[config.mk]
export PLATFORM = sky130hd
export DESIGN_NAME = tmc_axis_lane
export DESIGN_NICKNAME = d
export VERILOG_FILES = /design/src/rtl/core/tmc_axis_lane.sv
export SDC_FILE = /design/constraint.sdc
export NUM_CORES = 2
export LEC_CHECK = 0
export BUFFER_PORTS_ARGS = -buffer_cell sky130_fd_sc_hd__buf_2
export CORE_ASPECT_RATIO = 0.7
export CORE_MARGIN = 2
export CORE_UTILIZATION = 64
export CTS_CLUSTER_SIZE = 40
export DETAILED_ROUTE_END_ITERATION = 10
export PLACE_DENSITY_LB_ADDON = 0.08
export SYNTH_ARGS = -nofsm -noshare
export SYNTH_HDL_FRONTEND = slang
export SYNTH_SLANG_ARGS = --single-unit
[constraint.sdc]
create_clock -name clk -period 13.2 [get_ports clk]
set_input_delay 2.64 -clock clk [delete_from_list [all_inputs] [get_ports clk]]
set_output_delay 2.64 -clock clk [all_outputs]
set_load 0.01 [all_outputs]
[src/rtl/core/tmc_axis_lane.sv]
// One axis of the linear screen mapping: offset, scale, pipelined restoring
// division one quotient bit per stage, then inversion and saturation. No dependencies.
`timescale 1ns / 1ps
`default_nettype none

module tmc_axis_lane #(
	parameter int AW  = 12,
	parameter int PW  = 9,
	parameter int TOP = 239,
	parameter int OW  = 8
) (
	input  logic          clk,
	input  logic          en,
	input  logic [AW-1:0] pos,
	input  logic [AW-1:0] lo,
	input  logic [AW-1:0] hi,
	input  logic          inv,
	output logic [OW-1:0] coord
);
	localparam int NW = AW + PW;
	localparam int VW = NW + 2;
	localparam logic [PW-1:0]        TOP_P = PW'(TOP);
	localparam logic signed [VW-1:0] TOP_V = VW'(TOP);

	logic [AW:0]   diff;
	logic [AW:0]   span;
	logic [AW-1:0] dmag;
	logic [AW-1:0] smag;

	logic [AW-1:0] dmag_s1;
	logic [AW-1:0] smag_s1;
	logic          neg_s1;
	logic          zero_s1;
	logic          inv_s1;

	logic [NW-1:0] prod;

	logic [NW-1:0] num_q  [0:NW];
	logic [NW-1:0] quo_q  [0:NW];
	logic [AW-1:0] rem_q  [0:NW];
	logic [AW-1:0] den_q  [0:NW];
	logic          neg_q  [0:NW];
	logic          zero_q [0:NW];
	logic          inv_q  [0:NW];

	logic [AW:0]   trial [0:NW-1];
	logic          take  [0:NW-1];

	logic signed [VW-1:0] sval;
	logic signed [VW-1:0] ival;

	assign diff = {1'b0, pos} - {1'b0, lo};
	assign span = {1'b0, hi} - {1'b0, lo};
	assign dmag = diff[AW] ? AW'(-diff) : diff[AW-1:0];
	assign smag = span[AW] ? AW'(-span) : span[AW-1:0];
	assign prod = NW'(dmag_s1) * NW'(TOP_P);

	always_ff @(posedge clk) begin
		if (en) begin
			dmag_s1 <= dmag;
			smag_s1 <= smag;
			neg_s1  <= diff[AW] ^ span[AW];
			zero_s1 <= (span == '0);
			inv_s1  <= inv;
		end
	end

	always_comb begin
		for (int k = 0; k < NW; k++) begin
			trial[k] = {rem_q[k], num_q[k][NW-1]};
			take[k]  = (trial[k] >= {1'b0, den_q[k]});
		end
	end

	always_ff @(posedge clk) begin
		if (en) begin
			num_q[0]  <= prod;
			quo_q[0]  <= '0;
			rem_q[0]  <= '0;
			den_q[0]  <= smag_s1;
			neg_q[0]  <= neg_s1;
			zero_q[0] <= zero_s1;
			inv_q[0]  <= inv_s1;
			for (int k = 0; k < NW; k++) begin
				rem_q[k+1]  <= take[k] ? AW'(trial[k] - {1'b0, den_q[k]}) : trial[k][AW-1:0];
				num_q[k+1]  <= {num_q[k][NW-2:0], 1'b0};
				quo_q[k+1]  <= {quo_q[k][NW-2:0], take[k]};
				den_q[k+1]  <= den_q[k];
				neg_q[k+1]  <= neg_q[k];
				zero_q[k+1] <= zero_q[k];
				inv_q[k+1]  <= inv_q[k];
			end
		end
	end

	always_comb begin
		sval = $signed({2'b00, quo_q[NW]});
		if (neg_q[NW]) begin
			sval = -sval;
		end
		if (zero_q[NW]) begin
			sval = '0;
		end
		ival = inv_q[NW] ? (TOP_V - sval) : sval;
		if (ival < 0) begin
			coord = '0;
		end else if (ival > TOP_V) begin
			coord = OW'(TOP);
		end else begin
			coord = ival[OW-1:0];
		end
	end
endmodule

`default_nettype wire

# Word-level counts from Yosys, hierarchy flattened
# Memories as Yosys holds them, arrays and structs flattened.
# Cells that the tools add are included.
# word_totals
regBits,27
ramBits,1518
in_bits,39
output_inout_bits,8
wordCells,95
n_memories,7
# memory_table
name,depth,word_bits,read_ports,rd_ports_with_merged_regs,wr,line,source
num_q,22,21,21,0,22,38,logic [NW-1:0] num_q [0:NW];
quo_q,22,21,22,0,22,39,logic [NW-1:0] quo_q [0:NW];
den_q,22,12,21,0,22,41,logic [AW-1:0] den_q [0:NW];
rem_q,22,12,21,0,22,40,logic [AW-1:0] rem_q [0:NW];
inv_q,22,1,22,0,22,44,logic inv_q [0:NW];
neg_q,22,1,22,0,22,42,logic neg_q [0:NW];
+1 memories,-,-,-,-,-,-,
# op_classes
add_sub_neg,27
n_mul,1
n_lt_le_gt_ge,23
muxes,30
n_bitwise,1
reduce_logical,1
# op_table
operator,count
$mux W12,23
$ge A13 B12 Y1,21
$sub A12 B12 Y12,21
$mux W23,3
$sub A12 B12 Y13,2
$neg A12 Y12,2
$gt A23 B9 Y1 const B,1
$lt A23 B1 Y1 const B,1
$neg A21 Y23,1
$sub A9 B23 Y23 const A,1
$mul A12 B8 Y20 const B,1
$mux W8,2
$logic_not A13 Y1,1
$mux W1,2
$xor A1 B1 Y1,1

# Depth between registers and ports, before layout
# An unclocked memory read counts as a cell.
# depth
depth_word,9
depth_mapped,18
depth_no_buf,18

# Worst setup path before layout
# Ideal clock, no wire load.
# synth_path
path_kind,register to output
from,memory quo_q[10][21] (netlist bit)
to,output port coord[5]
arrival_ns,3.390
required_time_ns,10.560
path_slack_ns,7.170
path_stages_with_launch,13
path_buffers,0
cell_sequence,edfxtp_1 inv_1 ha_1 nor3b_2 a211oi_1 a2111oi_2 nand2_1 or4b_1 or2_2 a211o_1 nand4_1 nor2_4 a31oi_1
# synth_lines
element,line,source
start: declaration,39,
end: declaration,18,output logic [OW-1:0] coord

==> impl_metrics.yaml <==
clocking:
  clock_latency_ns: 0.67
  clockRootBuffer: "clkbuf_16"
  cts_tree: "built"
  cts_sinks: 1046
  cts_buffers: 94
  cts_max_path_buffers: 3
  cts_setup_buffers: 0
  htreeDepth: 3
  clkTransAtPathRegs_ns: 0.06
  cts_resized: 0
  hold_buffers: 0
logic_synthesis:
  ys_seq_elements: 1046
  synth_area_leaders: "edfxtp_1, ha_1, mux2_2"
  synth_cells: 3618
  ys_seq_area_share_pct: 63.0
  ys_types: 79
  synth-edff-count: 1046
  synth-async-reset-ratio_pct: 0
  syn_area_mm2: 0.0499
  ys_warn_count: 0
  synth_top_cell_by_area: "edfxtp_1"
  synth_top_area_share_pct: 63.0
  syn-num-nets: 4044
  synth_top_flop_cell: "edfxtp_1"
  avgSynthCellArea_um2: 13.8
layout:
  layout_common_cells: "edfxtp_1, inv_1, ha_1"
  final_cells: 4863
  layout-drive-gt1-share_pct: 10.5
  final_common_cell: "edfxtp_1"
  n_fill_cell: 5098
  utilization_pct: 70.9
  nNetsFinal: 4167
  antenna-diode-count: 0
  syn_to_final_growth_pct: 9.56
run_status:
  status: "complete, no violations"
critical_path:
  crit_path_max_incr_delay_ns: 0.93
  arrival_ns: 5.35
  crit_path_end: "coord[5]"
  path_cells: "inv_1, a21oi_1, mux2i_1, inv_1, ha_1, a311oi_1, o2111ai_1, a221oi_2, o2111ai_2, nor2_4, a31oi_1, buf_2"
  worst-path-stages: 12
  crit_family: "compound AO/OA/AOI/OAI gates"
  crit_type: "reg2out"
  crit-reg2reg-launch: "dmag_s1[0]"
  critical_path_buf_inv_count: 3
  ff2ff_setup_slack_ns: 7.96
  worst-path-max-fanout: 22
  worstRegToRegCells: 15
  required_ns: 10.56
  cp_common_cell: "inv_1"
  worstSetupStartpoint: "neg_q[2][5]"
  rr_endpoint: "num_q[0][19]"
  crit_path_top_delay_cell: "edfxtp_1"
  startpoint_type: "flop"
  cp-end-kind: "output pin"
sta:
  slew_viol_final: 0
  hold_slack_ns: 0.404
  clock_skew_ns: 0.0314
  tightest_slew_ns: 1.22
  hold_viol_final: 0
  min_period_ns: 7.99
  timing.fmax_ghz: 0.125
  fin_tns_setup_ns: 0
  rsz0062_at_grt: "no"
  setup_violations: 0
  maxSlewHeadroom_pct: 18.8
  fin_crit_sh_pct: 60.5
placement:
  gp_congestion: 0.931
  hpwl_um: 67200
  dp.cells: 4689
  io_buffers: 46
floorplanning:
  core_mm2: 0.0770
  pin_count: 47
  rows: 85
  start_util_pct: 64.7
  die_h_um: 238
  chipWidth_um: 338
  die-area_mm2: 0.0802
power:
  p_sw_mw: 4.71
  p_clk_share_pct: 20.5
  pwr-share-comb_pct: 41.8
  seqPwrFrac_pct: 37.7
  p_leak_nw: 21.4
  power.internal_mw: 8.76
  power.share.switching_pct: 35.0
  peakVddDrop_mv: 1.11
  p_per_area_mw_per_mm2: 247
grt:
  antenna_found_initial: 1
  grt_max_degree: 193
  gr-usage-all-layers_pct: 24.2
  grt_pass1_wl_um: 152000
  grt_overflow: 0
  grt_pass1_vias: 27800
route:
  post-route-drc-count: 0
  ant_nets: 0
  dr.pass1.iters: 5
  wl_um: 95500
  drt_iter0_markers: 2519
  vias_per_cell: 5.82
  via_count: 28300
  wl_per_cell_um: 19.6
flow_run:
  drv_cap: 0
worst_hold_path:
  hold_class: "reg2reg"
==> kinds of logic after synthesis <==
group           share of synthesized area [%]
compound gates                           7.71
xor+xnor                                 3.44
fa+ha+maj                                10.8
buf+inv                                  3.55
flops                                    63.0
mux                                      3.97
simple gates                             7.57
==> worst min path at each step <==
stage	from	end	cells past startpoint
3_3_place_gp	num_q[0][136]	num_q[0][158]	0
6_report	smag_s1[7]	den_q[0][7]	0
5_1_grt	num_q[1][103]	num_q[1][125]	0
3_5_place_dp	inv_q[0][6]	inv_q[0][7]	0
4_1_cts	quo_q[10][9]	quo_q[10][31]	0
2_1_floorplan	smag_s1[0]	den_q[0][0]	0
==> final cells by class <==
| class | instances | area, um^2 | area share [%] |
|---|---|---|---|
| flip-flops and latches | 1046 | 31400 | 57.5 |
| multi-input cells | 2104 | 16700 | 30.6 |
| clock buffers | 110 | 2410 | 4.42 |
| inverters | 427 | 1600 | 2.93 |
| well taps | 1044 | 1310 | 2.39 |
| clock inverters | 64 | 731 | 1.34 |
| repair buffers | 68 | 430 | 0.788 |
==> synth_stat cells (3+ instances only) <==
library cell  instances
and2_1                7
xnor2_1             148
a211o_1               6
and3_1               18
o21a_1               27
buf_1                 3
nand2_1             186
a21boi_0             34
nor3b_1               4
a31oi_1              14
or4_1                 6
nor3_1               67
o31ai_1              28
clkbuf_1             34
nor2_1              191
mux2_2              143
o21bai_1             29
o21ai_0             136
nor4b_1               8
o2111a_1              9
edfxtp_1           1046
fa_1                 69
o31a_1               19
buf_2                 3
ha_1                318
inv_1               427
a31o_2                3
nor4_1               25
o41ai_1               3
o211ai_1              7
a211oi_1             43
or2_2                22
nand3_1              42
a21oi_1             139
mux2i_1              37
o32ai_1               6
xor2_1               48
nor2b_1              68
o2111ai_1             8
and4_1                3
a22oi_1               3
nand2b_1             27
nand4_1              61
a21o_1               38
or3_1                14
==> state kept, by name, indices dropped and copies added, names as in the netlist <==
name and count:
inv_q 22, dmag_s1 12, neg_s1 1, neg_q 22, inv_s1 1, zero_q 22
smag_s1 12, quo_q 231, rem_q 240, num_q 230, zero_s1 1, den_q 252
==> per-stage QoR <==
stage	power, mW	setup WS [ns]	instance area, um^2
floorplan	9.13	7.17	49900
global placement	10.4	5.90	51500
detailed placement	10.7	5.96	51500
CTS	13.5	5.18	54600
global route	14.3	4.65	54600
finish	13.5	5.21	54600
==> worst register-to-register path, stage by stage, from the launching register on <==
cell	delay, ns
edfxtp_1	0.56
fa_1	0.66
inv_1	0.08
fa_1	0.48
fa_1	0.55
inv_1	0.07
fa_1	0.48
ha_1	0.33
a21boi_0	0.14
o21ai_0	0.26
a21oi_1	0.16
a211oi_1	0.44
nor2_1	0.17
a211o_1	0.31
a21oi_1	0.20
xnor2_1	0.09
==> power groups by stage <==
| stage | combinational [mW] | clock, mW | sequential [mW] |
|---|---|---|---|
| finish | 5.63 | 2.77 | 5.07 |
| global route | 6.26 | 2.95 | 5.13 |
| floorplan | 4.18 | 0 | 4.95 |
| CTS | 5.62 | 2.82 | 5.08 |
| global placement | 5.33 | 0 | 5.12 |
| detailed placement | 5.55 | 0 | 5.13 |
==> metal layers <==
metal  vias up  track usage (%)  part of all wire [%]  wire (um)
met1     13800             37.5                    48      45700
met3       123             3.50                   5.3       5030
met4         0             6.20                   2.1       2050
met2       771             36.5                    45      42800
li1      13600                -                     -          -
met5         -                0                     0          0
Power figures use the tool's default switching activity.
