$ cat src/rtl/core/tmc_median3.sv
// Median of three samples for one axis of a reading set.
// Purely combinational; no dependencies.
`timescale 1ns / 1ps
`default_nettype none

module tmc_median3 #(
	parameter int W = 12
) (
	input  logic [W-1:0] a,
	input  logic [W-1:0] b,
	input  logic [W-1:0] c,
	output logic [W-1:0] med
);
	logic [W-1:0] lo_ab;
	logic [W-1:0] hi_ab;
	logic [W-1:0] lo_hc;

	assign lo_ab = (a < b) ? a : b;
	assign hi_ab = (a < b) ? b : a;
	assign lo_hc = (hi_ab < c) ? hi_ab : c;
	assign med   = (lo_ab > lo_hc) ? lo_ab : lo_hc;
endmodule

`default_nettype wire

$ cat config.mk
export PLATFORM = sky130hd
export DESIGN_NAME = tmc_median3
export DESIGN_NICKNAME = d
export VERILOG_FILES = /design/src/rtl/core/tmc_median3.sv
export SDC_FILE = /design/constraint.sdc
export NUM_CORES = 1
export LEC_CHECK = 0
export BUFFER_PORTS_ARGS = -buffer_cell sky130_fd_sc_hd__buf_2
export CORE_UTILIZATION = 55
export DETAILED_ROUTE_END_ITERATION = 8
export PLACE_DENSITY = 0.86
export SYNTH_ARGS = -nofsm -noshare
export SYNTH_HDL_FRONTEND = slang
export SYNTH_SLANG_ARGS = --single-unit
$ cat constraint.sdc
create_clock -name vclk -period 6.2
set_input_delay 0.31 -clock vclk [all_inputs]
set_output_delay 0.31 -clock vclk [all_outputs]
set_load 0.05 [all_outputs]
# Word-level counts from Yosys, hierarchy flattened
# Index checks and enable logic that the tools add are counted.
# Widths: inputs -> output; s select.
# totals
register_bits	0
wordCells	7
# classes
order_cmp	3
mux	4
# op_table
operator	count
$mux 12	4
$lt 12x12->1	2
$gt 12x12->1	1

# Depth between registers and ports, before layout
# Gate-level depths: netlist of the first run.
# logic_depth
word_depth	6
depth_mapped	28
depth_no_buf	23

# Worst setup path before layout of the first run
# Ideal clock, no wire load.
# synth_timing
path_kind	input to output
from	input port b[10]
to	output port med[1]
arrival_time_ps	5744
required_time_ps	5890
path_slack_ps	146
path_stages	25
path_cell_list	inv_1 -> ha_1 -> and4_1 -> nand3_1 -> a21oi_2 -> a21o_1 -> buf_2 -> buf_4 -> mux2_2 -> ha_1 -> a21o_1 -> a21oi_1 -> nand4b_1 -> o31ai_4 -> buf_8 -> mux2i_1 -> ha_1 -> and2_1 -> o21ai_0 -> a211o_1 -> o211ai_1 -> and2_1 -> clkbuf_1 -> clkbuf_1 -> o21ai_0
# synth_via
elab_chain_cells	6
word_cells_on_any_way	7
classes_between	order compare (3); mux (4)
# synth_rtl
item	line_no	rtl
from (decl)	10	input logic [W-1:0] b,
$lt 12x12->1	18, 19	
$mux 12	19	assign hi_ab = (a < b) ? b : a;
$lt 12x12->1	20	assign lo_hc = (hi_ab < c) ? hi_ab : c;
$mux 12	20	
$gt 12x12->1	21	assign med = (lo_ab > lo_hc) ? lo_ab : lo_hc;
$mux 12 (*)	21	
to (decl)	12	output logic [W-1:0] med
# Every way passes the cells marked *; elsewhere a longest branch is shown, timed or not.

# Worst setup path after layout of the first run
# layout_timing
from	input port b[10]
to	output port med[0]
# Same word-level chain as after synthesis.

==> qor.yml, run 1 <==
cts:
  ctsHoldBuffers: 0
  postCtsSetupBuffers: 0
  cts_resized: 0
synth:
  avgSynthCellArea_um2: 7.69
  ys_warn_count: 0
  synthTopCellsByArea: "ha_1 29%, mux2_2 17%, mux2i_1 7.5%"
  yosysTopAreaCellShare_pct: 29.1
  syn_inst: 190
  synthesis.area_um2: 1460
  syn_nets: 260
  ys_types: 34
  synth_top_cell_by_area: "ha_1"
  ys_seq_area_share_pct: 0
detailed_routing:
  drtIter0Drc: 23
  post_drt_wl_per_cell_um: 12.9
  drc: 0
  via_per_inst: 5.67
  ant_nets: 0
  vias: 1502
  finalWirelength_mm: 3.41
  drtPass1Iterations: 4
die:
  start_util_pct: 58.4
  io-pin-count: 48
  placementRows: 18
  chipWidth_um: 53.5
  core_um2: 2500
  die_h_um: 53.5
  dieArea_um2: 2860
min_path:
  holdCritStartpoint: "c[3]"
  hp-class: "input port to output pin"
power:
  p_leak_nw: 0.991
  p_per_area_nw_per_um2: 220
  p_clk_share_pct: 0
  seq_power_share_pct: 0
  ir_worst_vdd_mv: 0.179
  swShare_pct: 65.6
  internal-power_mw: 0.133
  p_sw_mw: 0.253
  pwr-share-comb_pct: 100.0
  finalPower_mw: 0.386
global_routing:
  overflow: 0
  grt_usage_pct: 25.3
  grt_pass1_vias: 1346
  antenna_found_initial: 0
  grt_pass1_wl_mm: 5.46
  grt_max_degree: 17
timing:
  finalSetupViolations: 0
  fmax_mhz: 170
  slew_violations: 0
  worst_pin_slew_ns: 0.431
  hold_viol: 0
  fin_crit_sh_pct: 94.8
  final.setup.tns_ns: 0
  layout_setup_ws_ns: 0.320
  relSlewSlack_pct: 71.3
  fin_crit_ns: 5.88
  rsz0062_at_grt: "false"
setup_path:
  crit_path_top_delay_cell: "or3b_2"
  path_class: "input port to output pin"
  endpoint_kind: "output pin"
  slowest_delay_ns: 0.47
  path_max_fanout: 16
  cpMostUsedCell: "ha_1"
  worstSetupEndpoint: "med[0]"
  critical_path_required_ns: 5.89
  startpoint: "b[10]"
  start_kind: "input port"
  crit_arrival_ns: 5.57
placed_design:
  place_congestion: 0.848
  hpwl_mm: 3.10
  port_buffers: 48
  dp_slack_ns: 0.150
layout:
  nets: 307
  numSequentialCells: 0
  nClkBuffers: 0
  regArea_um2: 0
  drive_above_1_share_pct: 34.0
  diodes: 0
  area_delta_synth_final_pct: 19.9
status:
  status: "finished clean"
job:
  drv_cap: 0
## synth_stat cells
| cell type | n |
|---|---|
| nor3_1 | 1 |
| a31o_4 | 1 |
| and4_1 | 1 |
| a21oi_2 | 2 |
| or3b_2 | 1 |
| a21o_1 | 9 |
| o31ai_4 | 1 |
| nand4b_1 | 1 |
| buf_8 | 1 |
| nand3_1 | 6 |
| a21oi_1 | 10 |
| a221oi_1 | 1 |
| a211o_1 | 2 |
| a211oi_1 | 1 |
| inv_1 | 24 |
| mux2i_1 | 11 |
| nor2b_1 | 2 |
| nand3b_1 | 1 |
| a21boi_0 | 1 |
| buf_2 | 2 |
| nand2_1 | 14 |
| nand4_1 | 3 |
| and3_1 | 1 |
| o211ai_1 | 2 |
| ha_1 | 34 |
| nor2_1 | 9 |
| o21ai_0 | 10 |
| clkbuf_1 | 3 |
| mux2_2 | 22 |
| nor4bb_1 | 1 |
| nor4_1 | 1 |
| buf_4 | 1 |
| o21ai_1 | 7 |
| and2_1 | 3 |
## how the worst min path moves through the flow
| stage | to | slack [ns] | cells past startpoint |
|---|---|---|---|
| after detailed placement | med[0] | 1.18 | 4 |
| final | med[3] | 1.17 | 4 |
| after CTS | med[3] | 1.18 | 4 |
| after global routing | med[8] | 1.21 | 4 |
| after floorplan | med[8] | 1.09 | 2 |
| after global placement | med[10] | 1.17 | 4 |
## per-stage QoR
stage | utilization (%) | instance area (um^2) | hold WS, ns | cells
detailed placement | 69.5 | 1740 | 1.18 | 265
global route | 70.0 | 1750 | 1.21 | 265
global placement | 69.5 | 1740 | 1.17 | 265
CTS | 69.5 | 1740 | 1.18 | 265
finish | 70.0 | 1750 | 1.17 | 265
floorplan | - | 1460 | 1.09 | 190
## worst max-delay path: cells and delay by family
family	cells	cell delay [ns]
buffers and inverters	5	0.71
AOI/OAI and AO/OA	10	1.71
and+or+nand+nor	6	1.33
muxes	2	0.62
adders and majority gates	3	0.86
## layer usage
layer,wire (um),vias up,track usage [%],part of all wire (%)
li1,-,782,-,-
met1,1650,682,32.2,48
met2,1620,34,46.9,48
met3,117,4,1.44,3.4
met4,22,0,3.51,0.65
met5,0,-,0,0
## cell type report
cell class / count / area (um^2)
tap: 30 / 37.5
multi-input combinational: 159 / 1330
inverter: 24 / 90.1
fill: 234 / 749
timing repair buffer: 52 / 289
## cells by family after synthesis
kind of cell / after synthesis / synth area share (%)
compound gates: 47 / 21.6
fa+ha+maj: 34 / 29.1
buf+inv: 31 / 9.17
mux: 33 / 24.5
simple gates: 45 / 15.6
## cell usage in the layout, fill, tap and decap left out, types with 2 or more instances in the layout
master     n
buf_2     47
and2_1     3
ha_1      34
nand4_1    3
o211ai_1   2
o21ai_1    7
a211o_1    2
mux2_2    22
mux2i_1   11
a21o_1     8
nor2b_1    2
nand2_1   14
nand3_1    6
buf_4      2
a21oi_1   10
nor2_1     9
a21oi_2    2
inv_1     24
o21ai_0   10
## power groups by stage
stage | sequential, mW | combinational [mW] | clock (mW)
final | 0 | 0.386 | 0
after detailed placement | 0 | 0.381 | 0
after CTS | 0 | 0.381 | 0
after global placement | 0 | 0.372 | 0
after global routing | 0 | 0.422 | 0
after floorplan | 0 | 0.298 | 0
No activity file was read; power rests on OpenSTA's default activity.
==> run 2: changes to the inputs <==
CORE_UTILIZATION = 57   (was 55)
PLACE_DENSITY = 0.89   (was 0.86)
clock period = 7.1 ns   (was 6.2 ns; I/O delays follow)
==> run 2 against run 1 <==
Worst hold slack improved by 0.089 ns. Cell count down 1.1%. Sequential cell count unchanged. Critical path type unchanged. Via count fell by 1.6%. Sequential share of layout area is the same. Largest power group unchanged. Count of clock-buffer cells in the layout is the same.
==> qor.yml, run 2 (same netlist as run 1, synthesis figures left out) <==
status:
  status: "finished clean"
power:
  p_leak_nw: 0.981  # -0.98%
  p_per_area_nw_per_um2: 192  # -13%
  pwr-share-comb_pct: 100.0  # about the same
  swShare_pct: 66.5  # +0.87 points
  ir_worst_vdd_mv: 0.201  # +13%
  internal-power_mw: 0.110  # -17%
  p_clk_share_pct: 0  # unchanged
  p_sw_mw: 0.219  # -14%
  seq_power_share_pct: 0  # unchanged
timing:
  final.setup.tns_ns: 0  # unchanged
  worst_pin_slew_ns: 0.840  # +0.409 ns
  rsz0062_at_grt: "false"
  fmax_mhz: 151
  relSlewSlack_pct: 44.0  # -27 points
  finalSetupViolations: 0  # unchanged
  hold_viol: 0  # unchanged
  slew_violations: 0  # unchanged
  fin_crit_sh_pct: 93.2
  fin_crit_ns: 6.62
die:
  dieArea_um2: 2770  # -3.4%
  chipWidth_um: 52.6  # -1.7%
  start_util_pct: 63.0  # +4.6 points
  die_h_um: 52.6  # -1.7%
  io-pin-count: 48  # unchanged
  core_um2: 2320  # -7.3%
  placementRows: 17  # -1
detailed_routing:
  via_per_inst: 5.64  # -0.47%
  drtPass1Iterations: 4  # unchanged
  drc: 0  # unchanged
  vias: 1478  # -1.6%
  post_drt_wl_per_cell_um: 12.7  # -1.1%
  route.met3.wl_um: 129  # +10%
  met2_length_mm: 1.54  # -5.2%
  highest_layer: "met3"
  drtIter0Drc: 32  # +39%
  finalWirelength_mm: 3.33  # -2.2%
  wl_met1_mm: 1.67  # +1.3%
  ant_nets: 0  # unchanged
setup_path:
  path_class: "input port to output pin"
  start_kind: "input port"
  path_cells: "buf_2 -> inv_1 -> ha_1 -> and4_1 -> nand3_1 -> a21oi_2 -> a21o_1 -> mux2_2 -> ha_1 -> a211oi_1 -> o21ai_0 -> a21oi_1 -> nand4b_1 -> o31ai_4 -> mux2i_1 -> ha_1 -> a21o_1 -> a21o_1 -> a21oi_1 -> o211ai_1 -> and2_1 -> or3b_2 -> nand3_1 -> buf_2"
  critPathTopFamily: "compound AO/OA/AOI/OAI gates"
  path_max_fanout: 18  # +2
  endpoint_kind: "output pin"
  slowest_delay_ns: 0.71  # +0.24 ns
  crit_buf_inv: 3  # -2
  crit_path_top_delay_cell: "o31ai_4"
  crit_arrival_ns: 6.26  # +0.69 ns
  critical_path_required_ns: 6.74  # +0.85 ns
placed_design:
  placed_area_um2: 1710  # -1.3%
  port_buffers: 48  # unchanged
  hpwl_mm: 2.99  # -3.6%
  place_congestion: 0.801  # -5.5%
layout:
  regArea_um2: 0  # unchanged
  drive_above_1_share_pct: 33.3  # -0.71 points
  final_common_cell: "buf_2"
  area_delta_synth_final_pct: 17.4
  diodes: 0  # unchanged
  n_fill_cell: 186  # -21%
  stdcell_area_um2: 1710  # -2.1%
  nets: 306  # -0.33%
  layout_common_cells: "48 x buf_2, 34 x ha_1, 24 x inv_1"
  numSequentialCells: 0  # unchanged
  nClkBuffers: 0  # unchanged
min_path:
  hp-class: "input port to output pin"
global_routing:
  grt_usage_pct: 25.3  # -0.041 points
  grt_pass1_wl_mm: 5.49  # +0.51%
  antenna_found_initial: 0  # unchanged
  overflow: 0  # unchanged
  grt_max_degree: 19  # +2
  grt_pass1_vias: 1301  # -3.3%
cts:
  ctsHoldBuffers: 0  # unchanged
  postCtsSetupBuffers: 0  # unchanged
  cts_resized: 0  # unchanged
job:
  drv_cap: 0  # unchanged
run 2: changes by cell type in the layout (fill, tap and decap cells not counted):
cell	change
a21o_1	+1
a21o_4	-1
buf_12	-1
buf_2	+1
buf_4	+1
buf_6	-1
clkbuf_4	-1
run 2: tightest hold or removal path: cells and delay by family:
family,cells,cell delay (ns)
buffers and inverters,2,0.35
AO/OA/AOI/OAI,1,0.11
multiplexers,1,0.09
run 2: metrics by stage:
| step | hold WS, ns | util (%) | setup slack, ns | instances | power (mW) |
|---|---|---|---|---|---|
| 6_report | 1.26 | 73.9 | 0.485 | 262 | 0.329 |
| 5_1_grt | 1.30 | 73.9 | 0.125 | 262 | 0.356 |
| 4_1_cts | 1.26 | 73.9 | 0.518 | 262 | 0.328 |
| 3_5_place_dp | 1.26 | 73.9 | 0.499 | 262 | 0.327 |
| 3_3_place_gp | 1.26 | 73.9 | 0.734 | 262 | 0.322 |
| 2_1_floorplan | 1.18 | - | 0.956 | 190 | 0.260 |
run 2: final timing paths:
path,start,to,slack [ns],cells after the start
setup / recovery,b[10],med[0],0.48,24
hold / removal,c[8],med[8],1.26,4
run 2: area by class of cell:
class / instances / area (um^2) / area share [%]
inverters: 24 / 90.1 / 5.26
repair buffers: 51 / 263 / 15.3
well taps: 28 / 35.0 / 2.04
multi-input cells: 159 / 1330 / 77.4
run 2: routing by layer:
metal,global-route usage [%],vias up
met4,0,0
met3,0,0
met2,43.7,32
met5,0,-
li1,-,784
met1,36.7,662
run 2: power groups by stage:
stage          clock network, mW  logic, mW  registers [mW]
6_report                       0      0.329               0
5_1_grt                        0      0.356               0
4_1_cts                        0      0.328               0
3_5_place_dp                   0      0.327               0
3_3_place_gp                   0      0.322               0
2_1_floorplan                  0      0.260               0
